$ cat src/rtl/core/fed_pkg.sv
// ----------------------------------------------------------------------------
// fed_pkg - shared types and constants for the feedback echo delay
// Holds the register map, the reset values and the control bundle that the
// position controller hands to the datapath.
// ----------------------------------------------------------------------------
package fed_pkg;

  localparam int MAX_DELAY_FRAMES_DEF = 16384;
  localparam int SAMPLE_BITS_DEF      = 24;

  localparam int DELAY_W = 15;
  localparam int GAIN_W  = 16;
  localparam int CFG_W   = 16;
  localparam int GAIN_SHIFT = 15;

  localparam logic [DELAY_W-1:0] DELAY_RST    = DELAY_W'(2205);
  localparam logic [GAIN_W-1:0]  FEEDBACK_RST = GAIN_W'(12288);
  localparam logic [GAIN_W-1:0]  WET_RST      = GAIN_W'(32768);
  localparam logic [GAIN_W-1:0]  DRY_RST      = GAIN_W'(32768);

  typedef enum logic [1:0] {
    REG_DELAY    = 2'd0,
    REG_FEEDBACK = 2'd1,
    REG_WET      = 2'd2,
    REG_DRY      = 2'd3
  } fed_reg_t;

  // per-cycle control from the position controller to the datapath
  typedef struct packed {
    logic adv;     // pipeline moves this cycle
    logic acc;     // input transfer this cycle
    logic wr_en;   // item in stage 2 writes its ring entry this cycle
    logic rd_hit;  // entry read for the new item has been written before
    logic rd_fwd;  // new item reads the entry being written right now
  } fed_ctl_t;

endpackage

$ cat src/rtl/core/fed_dp.sv
// ----------------------------------------------------------------------------
// fed_dp - echo arithmetic
// Selects the ring value, forms the three gain products, then mixes and
// saturates the output and the value written back to the ring.
// ----------------------------------------------------------------------------
module fed_dp #(
  parameter int SAMPLE_BITS = fed_pkg::SAMPLE_BITS_DEF
) (
  input  logic                           clk,
  input  fed_pkg::fed_ctl_t              ctl,
  input  logic signed [SAMPLE_BITS-1:0]  sample_in,
  input  logic [fed_pkg::GAIN_W-1:0]     feedback_gain,
  input  logic [fed_pkg::GAIN_W-1:0]     wet_gain,
  input  logic [fed_pkg::GAIN_W-1:0]     dry_gain,
  input  logic [SAMPLE_BITS-1:0]         ram_q,
  output logic [SAMPLE_BITS-1:0]         wr_data,
  output logic signed [SAMPLE_BITS-1:0]  sample_out
);
  import fed_pkg::*;

  localparam int PROD_W = SAMPLE_BITS + GAIN_W + 1;
  localparam int SH_W   = PROD_W - GAIN_SHIFT;
  localparam int SUM_W  = SH_W + 1;

  logic signed [SAMPLE_BITS-1:0] s1_sample_r, s2_sample_r;
  logic                          s1_hit_r, s1_fwd_r;
  logic [SAMPLE_BITS-1:0]        s1_fwd_data_r;
  logic signed [SAMPLE_BITS-1:0] ring_val;
  logic signed [GAIN_W:0]        fb_g, wet_g, dry_g;
  logic signed [PROD_W-1:0]      fb_p_nxt, wet_p_nxt, dry_p_nxt;
  logic signed [PROD_W-1:0]      fb_p_r, wet_p_r, dry_p_r;
  logic signed [SH_W-1:0]        fb_sh, wet_sh, dry_sh;
  logic signed [SUM_W-1:0]       mix_sum, fb_sum;
  logic signed [SAMPLE_BITS-1:0] out_r, out_nxt;

  function automatic logic [SAMPLE_BITS-1:0] sat(input logic signed [SUM_W-1:0] v);
    logic [SUM_W-SAMPLE_BITS:0] top;
    top = v[SUM_W-1:SAMPLE_BITS-1];
    if ((top == '0) || (top == '1)) begin
      sat = v[SAMPLE_BITS-1:0];
    end else if (v[SUM_W-1]) begin
      sat = {1'b1, {(SAMPLE_BITS-1){1'b0}}};
    end else begin
      sat = {1'b0, {(SAMPLE_BITS-1){1'b1}}};
    end
  endfunction

  // stage 1: ring value and products
  always_comb begin
    if (s1_fwd_r) begin
      ring_val = s1_fwd_data_r;
    end else if (s1_hit_r) begin
      ring_val = ram_q;
    end else begin
      ring_val = '0;
    end
    fb_g      = {1'b0, feedback_gain};
    wet_g     = {1'b0, wet_gain};
    dry_g     = {1'b0, dry_gain};
    fb_p_nxt  = fb_g * ring_val;
    wet_p_nxt = wet_g * ring_val;
    dry_p_nxt = dry_g * s1_sample_r;
  end

  // stage 2: floor shift, add, saturate
  always_comb begin
    fb_sh   = fb_p_r[PROD_W-1:GAIN_SHIFT];
    wet_sh  = wet_p_r[PROD_W-1:GAIN_SHIFT];
    dry_sh  = dry_p_r[PROD_W-1:GAIN_SHIFT];
    mix_sum = SUM_W'(dry_sh) + SUM_W'(wet_sh);
    fb_sum  = SUM_W'(fb_sh) + SUM_W'(s2_sample_r);
    out_nxt = sat(mix_sum);
    wr_data = sat(fb_sum);
  end

  always_ff @(posedge clk) begin
    if (ctl.adv) begin
      s1_sample_r   <= sample_in;
      s1_hit_r      <= ctl.rd_hit;
      s1_fwd_r      <= ctl.rd_fwd;
      s1_fwd_data_r <= wr_data;
      s2_sample_r   <= s1_sample_r;
      fb_p_r        <= fb_p_nxt;
      wet_p_r       <= wet_p_nxt;
      dry_p_r       <= dry_p_nxt;
      out_r         <= out_nxt;
    end
  end

  assign sample_out = out_r;

endmodule

$ cat config.mk
export PLATFORM = sky130hd
export DESIGN_NAME = fed_dp
export DESIGN_NICKNAME = d
export VERILOG_FILES = /design/src/rtl/core/fed_pkg.sv /design/src/rtl/core/fed_dp.sv
export SDC_FILE = /design/constraint.sdc
export NUM_CORES = 2
export LEC_CHECK = 0
export BUFFER_PORTS_ARGS = -buffer_cell sky130_fd_sc_hd__clkbuf_2
export CORE_MARGIN = 2
export CORE_UTILIZATION = 60
export CTS_BUF_LIST = sky130_fd_sc_hd__clkbuf_16
export DETAILED_ROUTE_END_ITERATION = 16
export GPL_TIMING_DRIVEN = 0
export PLACE_DENSITY = 0.85
export SYNTH_ARGS = -nofsm -noshare
export SYNTH_HDL_FRONTEND = slang
export SYNTH_SLANG_ARGS = --single-unit
$ cat constraint.sdc
create_clock -name clk -period 7.67 [get_ports clk]
set_clock_uncertainty 0.15 [all_clocks]
set_input_delay 0 -clock clk [delete_from_list [all_inputs] [get_ports clk]]
set_output_delay 0 -clock clk [all_outputs]
set_load 0.005 [all_outputs]
==> impl_summary.md <==
Synthesis
The area fraction of the dominant cell type after synthesis is 0.466. Counting flops and latches in the post-synthesis netlist gives 176. The most used standard cell by instance count after synthesis is sky130_fd_sc_hd__inv_1. The share of the Yosys chip area taken by registers is 0.109. The number of enable-type register cells in the synthesized netlist is 176. For this run, the leading register cell type out of synthesis is sky130_fd_sc_hd__edfxtp_1. The async set-or-reset flop fraction in the synthesized netlist is 0. After synthesis, the cell types taking the most area are sky130_fd_sc_hd__fa_1 (47%), sky130_fd_sc_hd__edfxtp_1 (11%), sky130_fd_sc_hd__inv_1 (10%). The largest total area in the synthesized netlist belongs to sky130_fd_sc_hd__fa_1. The netlist area before placement is 48400 um2. The average instance in the mapped netlist occupies 9.48 um2. The netlist uses 70 different library cells. By count the netlist is led by sky130_fd_sc_hd__inv_1 (1322), sky130_fd_sc_hd__fa_1 (1127), sky130_fd_sc_hd__nand2_1 (765). The post-synthesis net count is 6685.

The instance count of the mapped netlist is 5107. The synthesis warning total is 0.

GRT
After global routing the overflow that remains totals 0. The wire length of the first global-routing pass is 213000 um. The initial antenna violation count is 6. The maximum number of pins on one net before global-route repair is 109. The overall fraction of global-route tracks in use is 0.340. The via count of the first global-routing pass is 39800.

Clock tree
In this run the number of H-tree levels came out at 4. The root buffer cell chosen for the clock tree is sky130_fd_sc_hd__clkbuf_16. The total clock buffers created by CTS is 17.

For this design, the sink count on the clock tree is 176. The clock input transition at the sequential cells of the worst setup and hold paths is 0.08 ns. The worst-skew pair later-pin latency is 0.50 ns. TritonCTS built the clock tree. The maximum clock insertion buffer count is 2.

Critical path
The kind of capture point of the worst setup path is a register. For this run, the slowest stage of the critical path takes 0.64 ns. The path type of the worst setup path is reg2reg. The most frequent cell on the critical path is sky130_fd_sc_hd__fa_1.

Data on the critical path arrives at its endpoint at 7.78 ns. The maximum net fanout on the critical path is 10. At the worst endpoint, the required time is 7.77 ns. STA classifies the critical path startpoint as a register. The master of the slowest instance on the critical path is sky130_fd_sc_hd__nor4_4.

Die
The area of the core is 80300 um2. The die boundary width is 288 um. During I/O placement, the number of pins put on the boundary was 150. The effective utilization at floorplan is 0.603.

In this run the vertical extent of the chip is 288 um. The floorplan has 104 rows. The floorplan die area is 83000 um2.

Route
After detailed routing, the average wire length per cell comes to 21.3 um. The overall via count from detail_route is 36700. The final layout contains routed wiring with a total length of 137000 um. The first detailed-routing pass ran for 8 iterations. The remaining routing DRC violations is 0. Using the TritonRoute via totals, the vias-per-cell ratio works out to 5.71. The count of routing violations after the opening detailed-route iteration is 3124. The final antenna-violating net count is 0.

STA
In this run the tightest slew margin relative to its limit is 0.262. In the finished design, the share of the clock period the worst path needs comes to 1.00. The post-layout worst setup margin is -0.0139 ns. In the final timing run, aggregate negative setup slack is -0.0139 ns. Counting I/O delays and the setup requirement, the final critical path takes 7.68 ns. The top achievable clock speed is 0.130 GHz.

The number of max-slew violations in the final report is 0. The total count of hold-check failures in the final report came to 0. For the pin with the worst max-slew slack, the measured transition is 1.10 ns. Setup violations remaining at the end of the flow were counted as 1. Setup repair after global routing could not meet its margin everywhere.

Placed design
The final weighted congestion in routability-driven placement is 1.01. The HPWL after detailed placement is 113000 um. Once placement completed, the tool counted placed cells totaling 6315. The count of buffers added on input and output ports is 147.

Run
The reported max-cap violation count is 0.

Layout
The non-filler instance count after layout is 6420. Compared with the post-synthesis result, the final layout area differs by 8.78%. The final net count is 6920.

The layout has 6020 filler cells. The fraction of layout cells with a size suffix above 1 is 0.0764.

Status
The run finished, with violations left. The final reports fail on negative setup slack.

Worst hold path
The worst hold path belongs to the class in2reg.
final cells by class:
type / count / area [um2] / area share
timing repair buffer: 217 / 1390 / 0.0264
multi-input combinational: 3401 / 37900 / 0.720
antenna: 5 / 12.5 / 0.000237
clock inverter: 15 / 113 / 0.00214
clock buffer: 17 / 425 / 0.00807
buffer: 207 / 1240 / 0.0236
sequential: 176 / 5290 / 0.100
inverter: 1322 / 4960 / 0.0942
tap: 1060 / 1330 / 0.0252
flip-flops by register name (all words and copies together), names as in the netlist:
| signal | cells |
|---|---|
| s1_fwd_data_r | 24 |
| s1_sample_r | 24 |
| s1_fwd_r | 1 |
| s2_sample_r | 24 |
| sample_out | 24 |
| dry_p_r | 26 |
| s1_hit_r | 1 |
| wet_p_r | 26 |
| fb_p_r | 26 |
final timing paths:
check | start | end | slack [ns] | cells past startpoint
max | s1_fwd_r | fb_p_r[37] | -0.01 | 26
min | sample_in[15] | s1_sample_r[15] | 0.06 | 2
max reg2reg | s1_fwd_r | fb_p_r[37] | -0.01 | 26
min reg2reg | s1_sample_r[23] | s2_sample_r[23] | 0.57 | 1
cells in the final DEF, fill, tap and decap left out, types with 6 or more instances in the layout:
cell type / instances
sky130_fd_sc_hd__inv_1: 1320
sky130_fd_sc_hd__fa_1: 1123
sky130_fd_sc_hd__nand2_1: 764
sky130_fd_sc_hd__and2_1: 426
sky130_fd_sc_hd__ha_1: 342
sky130_fd_sc_hd__edfxtp_1: 176
sky130_fd_sc_hd__clkbuf_2: 170
sky130_fd_sc_hd__clkbuf_1: 110
sky130_fd_sc_hd__a21oi_1: 104
sky130_fd_sc_hd__xnor2_1: 98
sky130_fd_sc_hd__nor2_1: 70
sky130_fd_sc_hd__a21o_1: 65
sky130_fd_sc_hd__buf_4: 53
sky130_fd_sc_hd__o21ai_0: 53
sky130_fd_sc_hd__xor2_1: 39
sky130_fd_sc_hd__o21bai_1: 30
sky130_fd_sc_hd__dlygate4sd3_1: 27
sky130_fd_sc_hd__nor2b_1: 21
sky130_fd_sc_hd__o21a_1: 20
sky130_fd_sc_hd__nand3_1: 19
sky130_fd_sc_hd__clkbuf_16: 19
sky130_fd_sc_hd__a22o_4: 18
sky130_fd_sc_hd__clkbuf_8: 17
sky130_fd_sc_hd__and3_1: 17
sky130_fd_sc_hd__clkbuf_4: 15
sky130_fd_sc_hd__nor3_1: 15
sky130_fd_sc_hd__nand2b_1: 15
sky130_fd_sc_hd__buf_6: 14
sky130_fd_sc_hd__a31oi_1: 11
sky130_fd_sc_hd__a211oi_1: 10
sky130_fd_sc_hd__nand4_1: 10
sky130_fd_sc_hd__buf_2: 9
sky130_fd_sc_hd__a21oi_2: 8
sky130_fd_sc_hd__a31o_2: 8
sky130_fd_sc_hd__ha_4: 6
cells by family after synthesis:
| kind of cell | after synthesis | share of synthesized area |
|---|---|---|
| XOR/XNOR | 138 | 0.0250 |
| AO/OA/AOI/OAI | 396 | 0.0550 |
| flip-flops | 176 | 0.109 |
| buffers and inverters | 1530 | 0.119 |
| multiplexers | 1 | 0.000207 |
| AND/OR/NAND/NOR | 1390 | 0.136 |
| adder cells (fa/ha/maj) | 1476 | 0.556 |
routing by layer:
metal / share of wire / track usage
met2: 0.48 / 0.566
met5: 0.000095 / 0
met4: 0.080 / 0.227
met1: 0.34 / 0.409
met3: 0.094 / 0.0588
metrics by stage:
| stage | util | setup slack, ns | hold slack (ns) | instance area, um2 |
|---|---|---|---|---|
| global route | 0.656 | -0.188 | 0.0570 | 52700 |
| CTS | 0.648 | -0.0179 | 0.0241 | 52000 |
| detailed placement | 0.629 | -1.63 | 0.0286 | 50500 |
| finish | 0.656 | -0.0139 | 0.0642 | 52700 |
| floorplan | - | 0.101 | -0.0511 | 48400 |
| global placement | 0.629 | -1.55 | 0.0273 | 50500 |
worst max-delay path: cells and delay by family (launching register included):
kind / cells / cell delay, ns
adders and majority gates: 7 / 3.45
DFF: 1 / 0.48
and+or+nand+nor: 7 / 1.70
buffers and inverters: 8 / 1.07
xor gates and xnor gates: 1 / 0.13
AOI/OAI and AO/OA: 3 / 0.43
repair_timing:
item                       CTS  global route
buffers inserted            16            24
hold endpoints to repair    94             0
hold buffers                27             0
setup endpoints to repair   53            19
pin swaps                    3            23
gates resized for setup    205           165
gates cloned                 0             2
Power is left out: the tool's default activity adds up to more than one toggle a clock period on the data nets, which glitch-free logic cannot reach.
