$ cat src/rtl/core/fed_pkg.sv
// ----------------------------------------------------------------------------
// fed_pkg - shared types and constants for the feedback echo delay
// Holds the register map, the reset values and the control bundle that the
// position controller hands to the datapath.
// ----------------------------------------------------------------------------
package fed_pkg;

  localparam int MAX_DELAY_FRAMES_DEF = 16384;
  localparam int SAMPLE_BITS_DEF      = 24;

  localparam int DELAY_W = 15;
  localparam int GAIN_W  = 16;
  localparam int CFG_W   = 16;
  localparam int GAIN_SHIFT = 15;

  localparam logic [DELAY_W-1:0] DELAY_RST    = DELAY_W'(2205);
  localparam logic [GAIN_W-1:0]  FEEDBACK_RST = GAIN_W'(12288);
  localparam logic [GAIN_W-1:0]  WET_RST      = GAIN_W'(32768);
  localparam logic [GAIN_W-1:0]  DRY_RST      = GAIN_W'(32768);

  typedef enum logic [1:0] {
    REG_DELAY    = 2'd0,
    REG_FEEDBACK = 2'd1,
    REG_WET      = 2'd2,
    REG_DRY      = 2'd3
  } fed_reg_t;

  // per-cycle control from the position controller to the datapath
  typedef struct packed {
    logic adv;     // pipeline moves this cycle
    logic acc;     // input transfer this cycle
    logic wr_en;   // item in stage 2 writes its ring entry this cycle
    logic rd_hit;  // entry read for the new item has been written before
    logic rd_fwd;  // new item reads the entry being written right now
  } fed_ctl_t;

endpackage

$ cat src/rtl/core/fed_ctrl.sv
// ----------------------------------------------------------------------------
// fed_ctrl - ring position, fill mark and pipeline control
// Tracks the ring position, the written prefix of the ring, the valid bits of
// the pipeline and the read-after-write forwarding decision.
// ----------------------------------------------------------------------------
module fed_ctrl #(
  parameter int MAX_DELAY_FRAMES = fed_pkg::MAX_DELAY_FRAMES_DEF,
  localparam int PW = $clog2(2 * MAX_DELAY_FRAMES)
) (
  input  logic                         clk,
  input  logic                         rst_n,
  input  logic [fed_pkg::DELAY_W-1:0]  delay_frames,
  input  logic                         pos_clr,
  input  logic                         in_valid,
  output logic                         in_ready,
  output logic                         out_valid,
  input  logic                         out_ready,
  output logic [PW-1:0]                rd_addr,
  output logic [PW-1:0]                wr_addr,
  output fed_pkg::fed_ctl_t            ctl
);
  import fed_pkg::*;

  localparam int LEN_W = PW + 1;

  logic [PW-1:0]    frames;
  logic [LEN_W-1:0] ring_len;
  logic [PW-1:0]    pos_r, pos_nxt, pos_cur;
  logic [LEN_W-1:0] pos_inc;
  logic [LEN_W-1:0] fill_r, fill_nxt;
  logic             s1_v_r, s2_v_r, out_v_r;
  logic [PW-1:0]    s1_pos_r, s2_pos_r;
  logic             adv, acc, wr_en;

  // clamp the delay to 1..MAX and double it for two channels
  always_comb begin
    if (delay_frames == '0) begin
      frames = PW'(1);
    end else if (32'(delay_frames) > 32'(MAX_DELAY_FRAMES)) begin
      frames = PW'(MAX_DELAY_FRAMES);
    end else begin
      frames = PW'(delay_frames);
    end
    ring_len = {frames, 1'b0};
  end

  always_comb begin
    pos_cur = ({1'b0, pos_r} >= ring_len) ? '0 : pos_r;
    pos_inc = {1'b0, pos_cur} + LEN_W'(1);
    pos_nxt = (pos_inc >= ring_len) ? '0 : pos_inc[PW-1:0];
  end

  assign adv   = !out_v_r || out_ready;
  assign acc   = in_valid && adv;
  assign wr_en = adv && s2_v_r;

  // entries are written in order from zero, so the written part is a prefix
  assign fill_nxt = (wr_en && ({1'b0, s2_pos_r} == fill_r)) ? fill_r + LEN_W'(1) : fill_r;

  always_ff @(posedge clk) begin
    if (!rst_n) begin
      pos_r   <= '0;
      fill_r  <= '0;
      s1_v_r  <= 1'b0;
      s2_v_r  <= 1'b0;
      out_v_r <= 1'b0;
    end else begin
      fill_r <= fill_nxt;
      if (pos_clr) begin
        pos_r <= '0;
      end else if (acc) begin
        pos_r <= pos_nxt;
      end
      if (adv) begin
        s1_v_r  <= acc;
        s2_v_r  <= s1_v_r;
        out_v_r <= s2_v_r;
      end
    end
  end

  always_ff @(posedge clk) begin
    if (adv) begin
      s1_pos_r <= pos_cur;
      s2_pos_r <= s1_pos_r;
    end
  end

  assign in_ready   = adv;
  assign out_valid  = out_v_r;
  assign rd_addr    = pos_cur;
  assign wr_addr    = s2_pos_r;
  assign ctl.adv    = adv;
  assign ctl.acc    = acc;
  assign ctl.wr_en  = wr_en;
  assign ctl.rd_hit = {1'b0, pos_cur} < fill_r;
  assign ctl.rd_fwd = acc && wr_en && (s2_pos_r == pos_cur);

endmodule

$ cat config.mk
export PLATFORM = sky130hd
export DESIGN_NAME = fed_ctrl
export DESIGN_NICKNAME = d
export VERILOG_FILES = /design/src/rtl/core/fed_pkg.sv /design/src/rtl/core/fed_ctrl.sv
export SDC_FILE = /design/constraint.sdc
export NUM_CORES = 1
export LEC_CHECK = 0
export BUFFER_PORTS_ARGS = -buffer_cell sky130_fd_sc_hd__buf_2
export CAP_MARGIN = 20
export CORE_MARGIN = 4
export CORE_UTILIZATION = 55
export DETAILED_ROUTE_END_ITERATION = 7
export HOLD_SLACK_MARGIN = 0.02
export PLACE_DENSITY = 0.76
export SLEW_MARGIN = 25
export SYNTH_ARGS = -nofsm -noshare
export SYNTH_HDL_FRONTEND = slang
export SYNTH_SLANG_ARGS = --single-unit
$ cat constraint.sdc
create_clock -name clk -period 6.25 [get_ports clk]
set_input_delay 0.625 -clock clk [delete_from_list [all_inputs] [get_ports clk]]
set_output_delay 0.625 -clock clk [all_outputs]
set_load 0.02 [all_outputs]
==> reports/results.txt, run 1 <==
Die width: 101 µm
Placer Congestion: 0.885
Least-Margin Pin Slew: 0.833 ns
Place WS: 0.241 ns
Setup violations, final: 0
Non-Filler Instances: 652
Leakage: 0.00220 µW
Clock Tree Root: clkbuf_8
Gate Count Post-Synth: 502
Final Util: 62.7%
Clock buffer depth: 2
DRT antenna net count: 0
Pin count of the biggest net entering global routing: 37
Worst Path Max Fanout: 10
Via count: 3976
Final Cycle Share: 90.8%
Number of flops mapped to enable cells by yosys: 30
Total power: 890 µW
First-pass GRT wire length: 19700 µm
Worst VDD drop: 128 µV
H-Tree Depth: 3
GRT Residual Overflow: 0
Slew Viols, Final: 0
Yosys cell types: 68
Share of post-route cells with drive strength above 1: 20.1%
Number of post-CTS setup repair buffers: 0
Area grow syn2layout: 9.51%
Placed Cells: 636
Vias in the first global route: 3791
Worst hold path class: flop to flop
Crit path arrival time: 5.95 ns
Yosys Warn Count: 0
CTS buffer count: 9
PD cells: 171 nW/µm²
Synth top area cells: edfxtp_1, dfxtp_1, ha_1
Post-Route WL: 12000 µm
Die span in y: 101 µm
Syn Nets: 566
Total track usage: 24.7%
Slew margin rel.: 44.5%
Initial Utilization: 57.2%
Commonest cells post-synth: ha_1, nor2_1, xnor2_1, dfxtp_1, nand2_1
Worst Hold Depth: 0
Avg Vias per Cell: 6.10
Critical path's largest stage delay: 0.43 ns
Final hold vios: 0
Most frequent cell after synthesis: ha_1
Final TNS setup: 0 ns
Clk sinks: 64
Reg2Reg Setup Slack: 1.15 ns
Clock skew: 0.00711 ns
Final WS setup: 0.577 ns
Leading area contributor after synthesis: edfxtp_1
Worst setup SP type: primary input
Clock Latency Late Sink: 0.35 ns
Ys async rst share: 0%
Slowest CP cell: or3b_1
Resized Gates After CTS: 0
Per-cell routed wire length: 18.4 µm
Ant. Diodes: 0
Synth Register Bits: 64
Critical path class: primary input to flop
Reg2reg path depth: 21
Die area: 10200 µm²
Post-synth top area share: 19.0%
Cell Rows: 33
Req. time, crit path: 6.52 ns
Max Clk Rate: 0.176 GHz
Seq/Total Area, Yosys: 33.3%
Critical Path Sink Type: flop
CTS tree: built
Setup repair after global routing missed its margin: false
Hold buffer count at CTS: 0
I/O pins: 57
Mapped cell area: 4750 µm²
Clk slew on worst S/H paths: 0.07 ns
Iter 0 DRT Violations: 303
Fillers: 700
Minimum clock period: 5.67 ns
DRC violations left: 0
Main flop type after synthesis: dfxtp_1
Status: finished clean
Max_cap viols: 0
Nets@finish: 606
DRT Pass-1 Iters: 5
PortBufs: 56
Detail Placement HPWL: 9170 µm
Core area: 8300 µm²
Initial antenna violation count: 0
Syn avg cell area: 9.46 µm²
-- worst max-delay path, delay by kind of cell --
| family | cells | cell delay, ns |
|---|---|---|
| AO/OA/AOI/OAI | 7 | 1.73 |
| XOR/XNOR | 1 | 0.18 |
| adder cells (fa/ha/maj) | 3 | 0.64 |
| buffers and inverters | 3 | 0.50 |
| AND/OR/NAND/NOR | 12 | 2.26 |
-- flip-flops by register name (all words and copies together), names as in the netlist --
| signal | count |
|---|---|
| fill_r | 16 |
| s1_v_r | 1 |
| s1_pos_r | 15 |
| wr_addr | 15 |
| out_valid | 1 |
| s2_v_r | 1 |
| pos_r | 15 |
-- final cells by class --
cell class	count	area, µm²	share of cell area, %
Sequential cell	64	1580	30.4
Tap cell	105	131	2.53
Clock inverter	4	45.0	0.866
Clock buffer	12	135	2.60
Inverter	30	114	2.19
Timing Repair Buffer	59	303	5.82
Multi-Input combinational cell	378	2890	55.6
-- worst paths after layout --
path	start	endpoint
setup / recovery	delay_frames[9]	pos_r[4]
hold / removal	s1_pos_r[8]	wr_addr[8]
setup reg to reg	pos_r[13]	pos_r[4]
hold reg to reg	s1_pos_r[8]	wr_addr[8]
-- power by group --
| group | leakage (µW) | total [µW] | internal [µW] | switching, µW |
|---|---|---|---|---|
| registers | 0.000636 | 459 | 446 | 12.6 |
| logic | 0.00147 | 95.0 | 36.2 | 58.8 |
| clock network | 0.0000941 | 336 | 182 | 154 |
| total | 0.00220 | 890 | 665 | 225 |
-- cell families after synthesis --
kind of cell	synth area share, %
muxes	0.632
xor gates and xnor gates	8.30
and+or+nand+nor	28.7
DFF	33.3
AOI/OAI and AO/OA	11.3
buffers and inverters	5.85
adders and majority gates	11.8
-- cells in the final DEF (no fill, tap or decap), types with 19 or more instances in the layout --
| master | n |
|---|---|
| o21ai_0 | 19 |
| xnor2_1 | 38 |
| buf_2 | 56 |
| ha_1 | 44 |
| edfxtp_1 | 30 |
| nand2_1 | 31 |
| dfxtp_1 | 34 |
| nor2_1 | 42 |
| inv_1 | 29 |
| nand3_1 | 20 |
-- metal layers --
metal  track usage [%]  wire [µm]  vias to the layer above
li1                  -          -                     1905
met1              34.0       5310                     1893
met2              39.4       5600                      158
met3              5.19        895                       20
met4              7.16        199                        0
met5                 0          0                        -
-- through the flow --
step	instance area [µm²]	hold slack, ns
floorplan	4750	0.400
global placement	5020	0.401
detailed placement	5020	0.407
CTS	5200	0.419
global route	5200	0.424
finish	5200	0.420
Power figures use the tool's default switching activity.
==> inputs of run 2 (changes only) <==
--- a/config.mk
+++ b/config.mk
@@ -7,6 +7,7 @@
 export LEC_CHECK = 0
 export BUFFER_PORTS_ARGS = -buffer_cell sky130_fd_sc_hd__buf_2
 export CAP_MARGIN = 20
+export CORE_ASPECT_RATIO = 0.75
 export CORE_MARGIN = 4
 export CORE_UTILIZATION = 55
 export DETAILED_ROUTE_END_ITERATION = 7
==> run 2 against run 1 <==
Critical path type unchanged. Register-to-register slack lost 0.15 ns. Sequential share of layout area shrank 0.87 points. Maximum frequency decreased by 1.4%. Sequential power barely moved. Worst hold slack worse by 0.0048 ns. Critical endpoint is now pos_r[5]. Power rose by 22%. Non-clock buffer count rose by 2. Global-route usage up 0.21 points. Cell area is 2.9% higher. Core utilization up 0.93 points. Final cell count grew 0.77%. Wire length is 1.5% higher.
==> reports/results.txt, run 2 (synthesis results as in run 1) <==
Final Util: 63.6% (was 62.7%)
Power share of the clock group: 48.9% (was 37.8%)
Worst hold path class: flop to flop (unchanged)
Footprint of the multi-input gates: 2890 µm² (about the same)
Area grow syn2layout: 12.7% (was 9.51%)
Worst Hold Depth: 0 (unchanged)
Setup repair after global routing missed its margin: false (unchanged)
Clock Latency Late Sink: 0.33 ns (was 0.35 ns)
Worst VDD drop: 254 µV (was 128 µV)
Clk slew on worst S/H paths: 0.05 ns (was 0.07 ns)
Clk sinks: 64 (unchanged)
R2r startpoint: pos_r[13] (unchanged)
Iter 0 DRT Violations: 398 (was 303)
Setup violations, final: 0 (unchanged)
Minimum clock period: 5.75 ns (was 5.67 ns)
Hold buffer count at CTS: 0 (unchanged)
Logic pwr share: 8.8% (was 10.7%)
Most flop-heavy register: fill_r (unchanged)
GRT Residual Overflow: 0 (unchanged)
Slew margin rel.: 44.5% (about the same)
Crit path arrival time: 6.01 ns (was 5.95 ns)
Clock skew: 0.00512 ns (was 0.00711 ns)
Net Switching: 244 µW (was 225 µW)
DRT antenna net count: 0 (unchanged)
Met2 wire len: 5330 µm (was 5600 µm)
WL met1: 5590 µm (was 5310 µm)
Switch share: 22.5% (was 25.3%)
Reg2Reg Setup Slack: 1.00 ns (was 1.15 ns)
CP startpoint: delay_frames[9] (unchanged)
Pin count of the biggest net entering global routing: 37 (unchanged)
Slowest CP cell: a2111oi_0 (was or3b_1)
First-pass GRT wire length: 19600 µm (was 19700 µm)
Part of the power in registers: 42.3% (was 51.5%)
Critical path's largest stage delay: 0.45 ns (was 0.43 ns)
Worst setup SP type: primary input (unchanged)
Die span in y: 88.5 µm (was 101 µm)
Clock Tree Root: clkbuf_16 (was clkbuf_8)
Commonest non-fill, non-tap cell in the layout: buf_2 (unchanged)
Ant. Diodes: 0 (unchanged)
Final Cycle Share: 92.1% (was 90.8%)
Sequential cell area: 1580 µm² (unchanged)
DRT Pass-1 Iters: 5 (unchanged)
Least-Margin Pin Slew: 0.833 ns (about the same)
CTS buffer count: 9 (unchanged)
Slew Viols, Final: 0 (unchanged)
P_int: 841 µW (was 665 µW)
Detail Placement HPWL: 9380 µm (was 9170 µm)
Fillers: 703 (was 700)
Core area: 8420 µm² (was 8300 µm²)
Post-Route WL: 12200 µm (was 12000 µm)
Final hold vios: 0 (unchanged)
Placer Congestion: 0.896 (was 0.885)
Initial Utilization: 56.4% (was 57.2%)
PortBufs: 56 (unchanged)
Critical path class: primary input to flop (unchanged)
Hold path start: s1_pos_r[12] (was s1_pos_r[8])
Worst Path Max Fanout: 11 (was 10)
Avg Vias per Cell: 6.12 (was 6.10)
Via count: 4021 (was 3976)
Hold Crit Endpoint: wr_addr[12] (was wr_addr[8])
I/O pins: 57 (unchanged)
Cell Rows: 29 (was 33)
Total track usage: 24.9% (was 24.7%)
Top layer used by detailed routing: met4 (unchanged)
CTS tree: built (unchanged)
Critical Path Sink Type: flop (unchanged)
Max Clk Rate: 0.174 GHz (was 0.176 GHz)
Max reg flops: 16 (unchanged)
Share of post-route cells with drive strength above 1: 20.2% (was 20.1%)
Die width: 115 µm (was 101 µm)
Per-cell routed wire length: 18.5 µm (was 18.4 µm)
Met3 WL: 1100 µm (was 895 µm)
Reg2reg path depth: 20 (was 21)
Final TNS setup: 0 ns (unchanged)
Most frequent cells in the layout: buf_2, ha_1, nor2_1 (unchanged)
Nets@finish: 608 (was 606)
DRC violations left: 0 (unchanged)
Number of post-CTS setup repair buffers: 0 (unchanged)
Resized Gates After CTS: 0 (unchanged)
Die area: 10200 µm² (about the same)
Leakage: 0.00227 µW (was 0.00220 µW)
Max_cap viols: 0 (unchanged)
Vias in the first global route: 3779 (was 3791)
PD cells: 203 nW/µm² (was 171 nW/µm²)
H-Tree Depth: 3 (unchanged)
Status: finished clean (unchanged)
Req. time, crit path: 6.50 ns (was 6.52 ns)
Clock buffer depth: 2 (unchanged)
FF-to-FF End: pos_r[5] (was pos_r[4])
Initial antenna violation count: 0 (unchanged)
run 2: changes by cell type in the layout (fill, tap and decap cells not counted):
cell,previous run,this run
clkbuf_8,9,1
bufinv_16,1,2
clkbuf_1,3,2
clkinv_2,4,2
buf_4,3,5
clkinv_1,0,1
or3_2,1,0
clkbuf_16,0,9
or3_1,5,6
run 2: critical path: cells and delay by family:
| kind | cells | cell delay (ns) |
|---|---|---|
| simple gates | 12 | 2.26 |
| compound gates | 7 | 1.76 |
| fa+ha+maj | 3 | 0.65 |
| buf+inv | 3 | 0.51 |
| xor+xnor | 1 | 0.18 |
run 2: through the flow:
| stage | cell area (µm²) | setup slack [ns] | hold WS [ns] | power (µW) | cells |
|---|---|---|---|---|---|
| after floorplan | 4750 | 1.14 | 0.400 | 531 | 502 |
| after global placement | 5040 | 0.491 | 0.400 | 558 | 641 |
| after detailed placement | 5040 | 0.238 | 0.405 | 561 | 641 |
| after CTS | 5350 | 0.512 | 0.415 | 1090 | 657 |
| after global routing | 5350 | 0.120 | 0.421 | 1120 | 657 |
| final | 5350 | 0.496 | 0.416 | 1080 | 657 |
run 2: per-layer routing:
metal	GRT usage (%)	vias to the layer above
li1	-	1906
met3	7.66	18
met1	36.0	1917
met4	6.82	0
met5	0	-
met2	36.3	180
run 2: how the worst max path moves through the flow:
| stage | endpoint | depth (start not counted) |
|---|---|---|
| 5_1_grt | pos_r[5] | 26 |
| 4_1_cts | pos_r[5] | 26 |
| 3_5_place_dp | pos_r[5] | 26 |
| 2_1_floorplan | pos_r[6] | 27 |
| 3_3_place_gp | pos_r[0] | 26 |
| 6_report | pos_r[5] | 26 |
run 2: power groups by stage:
stage               sequential [µW]  clock (µW)  combinational [µW]
finish                          459         530                95.3
global route                    460         558                 104
global placement                467           0                91.3
CTS                             459         534                94.4
floorplan                       468           0                62.4
detailed placement              467           0                93.7
run 2: area by class of cell:
class	count	area share (%)
tap	108	2.52
clock inverter	4	1.29
timing repair buffer	61	5.94
multi-input combinational	378	54.0
inverter	30	2.13
clock buffer	12	4.60
sequential	64	29.5
==> inputs of run 3 (changes only) <==
--- a/config.mk
+++ b/config.mk
@@ -12,7 +12,7 @@
 export CORE_UTILIZATION = 55
 export DETAILED_ROUTE_END_ITERATION = 7
 export HOLD_SLACK_MARGIN = 0.02
-export PLACE_DENSITY = 0.76
+export PLACE_DENSITY = 0.82
 export SLEW_MARGIN = 25
 export SYNTH_ARGS = -nofsm -noshare
 export SYNTH_HDL_FRONTEND = slang
==> run 3 against run 2 <==
Worst hold slack about the same. Setup slack improved by 0.056 ns. Clock skew about the same. Sequential cell count is the same. Power fell by 6.4%. Sequential share of layout area rose by 0.28 points. Wire length grew 3.3%. Global-route usage is 0.62 points higher. Cell area shrank 0.93%. Die area unchanged. Clock-buffer cell count increased by 3. Non-clock buffer count decreased by 1. Highest routed layer unchanged.
==> reports/results.txt, run 3 (synthesis results as in run 1) <==
GRT Residual Overflow: 0 (unchanged)
Fillers: 683 (was 703)
Pin count of the biggest net entering global routing: 37 (unchanged)
Final hold vios: 0 (unchanged)
Worst VDD drop: 214 µV (was 254 µV)
Resized Gates After CTS: 0 (unchanged)
Clock skew: 0.00553 ns (was 0.00512 ns)
DRT Pass-1 Iters: 8 (was 5)
M1 GR Usage: 34.5% (was 36.0%)
Die span in y: 88.5 µm (unchanged)
Vias in the first global route: 3944 (was 3779)
Clk slew on worst S/H paths: 0.05 ns (about the same)
Req. time, crit path: 6.51 ns (was 6.50 ns)
Final Cycle Share: 91.2% (was 92.1%)
CTS tree: built (unchanged)
Critical path class: primary input to flop (unchanged)
Final TNS setup: 0 ns (unchanged)
Iter 0 DRT Violations: 371 (was 398)
Max Clk Rate: 0.176 GHz (was 0.174 GHz)
Clk sinks: 64 (unchanged)
Status: finished clean (unchanged)
Avg Vias per Cell: 6.21 (was 6.12)
Max_cap viols: 0 (unchanged)
Placer Congestion: 0.944 (was 0.896)
Part of the power in registers: 45.3% (was 42.3%)
Detail Placement HPWL: 9410 µm (was 9380 µm)
Slew margin rel.: 44.6% (was 44.5%)
Ant. Diodes: 0 (unchanged)
Switch share: 23.9% (was 22.5%)
Number of post-CTS setup repair buffers: 0 (unchanged)
Leakage: 0.00224 µW (was 0.00227 µW)
CP startpoint: delay_frames[9] (unchanged)
PD cells: 191 nW/µm² (was 203 nW/µm²)
Die area: 10200 µm² (unchanged)
Initial Utilization: 56.4% (unchanged)
Most frequent cells in the layout: buf_2, ha_1, nor2_1 (unchanged)
Area grow syn2layout: 11.7% (was 12.7%)
DRC violations left: 0 (unchanged)
Post-Route WL: 12600 µm (was 12200 µm)
Worst setup SP type: primary input (unchanged)
First-pass GRT wire length: 20000 µm (was 19600 µm)
H-Tree Depth: 3 (unchanged)
CTS buffer count: 9 (unchanged)
Clock Tree Root: clkbuf_16 (unchanged)
Worst Path Max Fanout: 11 (unchanged)
Worst hold path class: flop to flop (unchanged)
Power share of the clock group: 45.2% (was 48.9%)
Setup repair after global routing missed its margin: false (unchanged)
Clock buffer depth: 2 (unchanged)
Most Used Layer, Global Route: met2 (unchanged)
Max reg flops: 16 (unchanged)
Most flop-heavy register: fill_r (unchanged)
Cell Rows: 29 (unchanged)
Least-Margin Pin Slew: 0.831 ns (was 0.833 ns)
Initial antenna violation count: 0 (unchanged)
Via count: 4077 (was 4021)
M2 GR Usage: 39.3% (was 36.3%)
R2r startpoint: pos_r[6] (was pos_r[13])
Minimum clock period: 5.70 ns (was 5.75 ns)
Nets@finish: 607 (was 608)
Clock Latency Late Sink: 0.33 ns (about the same)
Core area: 8420 µm² (unchanged)
Per-cell routed wire length: 19.2 µm (was 18.5 µm)
Hold path start: s1_pos_r[5] (was s1_pos_r[12])
Slew Viols, Final: 0 (unchanged)
Commonest non-fill, non-tap cell in the layout: buf_2 (unchanged)
Setup violations, final: 0 (unchanged)
PortBufs: 56 (unchanged)
Share of post-route cells with drive strength above 1: 19.9% (was 20.2%)
Die width: 115 µm (unchanged)
DRT antenna net count: 0 (unchanged)
Final Util: 63.0% (was 63.6%)
P_int: 773 µW (was 841 µW)
Routing usage on met3: 6.97% (was 7.66%)
Net Switching: 243 µW (was 244 µW)
I/O pins: 57 (unchanged)
Critical Path Sink Type: flop (unchanged)
Logic pwr share: 9.5% (was 8.8%)
Hold buffer count at CTS: 0 (unchanged)
Crit path arrival time: 5.96 ns (was 6.01 ns)
Total track usage: 25.6% (was 24.9%)
-- run 3: final cells by class --
class	instances	area, µm²	area share [%]
repair buffers	60	310	5.85
flip-flops and latches	64	1580	29.8
clock buffers	15	268	5.05
multi-input cells	378	2890	54.5
well taps	108	135	2.55
clock inverters	1	5.00	0.0944
inverters	30	114	2.15
-- run 3: critical path: stages --
cell and delay (ns):
buf_2 0.11, nor4_1 0.40, nand4_1 0.17, nand2_1 0.13, nand2_1 0.09, ha_1 0.19
a211oi_1 0.23, nor2_1 0.08, o21ai_1 0.23, and2_1 0.35, nand3_1 0.18, inv_1 0.20
ha_1 0.26, nand3_1 0.11, or3b_1 0.41, nor2_1 0.14, xnor2_1 0.18, nor3_4 0.06
ha_1 0.20, a21o_1 0.17, a21o_1 0.16, a2111oi_0 0.42, o221a_2 0.42, buf_4 0.22
a22oi_1 0.10, nor2_1 0.11
-- run 3: stage by stage --
step | instances | setup slack [ns] | total power [µW] | hold slack (ns) | area, µm²
after floorplan | 502 | 1.14 | 531 | 0.400 | 4750
after global placement | 640 | 0.472 | 559 | 0.401 | 5030
after detailed placement | 640 | 0.313 | 562 | 0.405 | 5030
after CTS | 656 | 0.596 | 1020 | 0.416 | 5300
after global routing | 656 | 0.0968 | 1050 | 0.419 | 5300
final | 656 | 0.552 | 1020 | 0.415 | 5300
-- run 3: power groups by stage --
stage	Sequential (µW)	Clock, µW	Combinational, µW
finish	460	459	96.8
global route	460	481	106
CTS	459	461	95.0
detailed placement	467	0	94.1
global placement	467	0	92.2
floorplan	468	0	62.4
-- run 3: path summary, 6_finish.rpt --
| check | end | slack [ns] | cells past startpoint |
|---|---|---|---|
| worst max-delay path | pos_r[1] | 0.55 | 26 |
| worst max register to register | pos_r[1] | 1.13 | 21 |
| worst min-delay path | wr_addr[5] | 0.42 | 0 |
| worst min register to register | wr_addr[5] | 0.42 | 0 |
-- run 3: per-layer routing --
metal  part of all wire [%]  wire, µm
met1                     45      5620
met2                     44      5520
met3                    8.7      1090
met4                    2.9       361
met5                      0         0
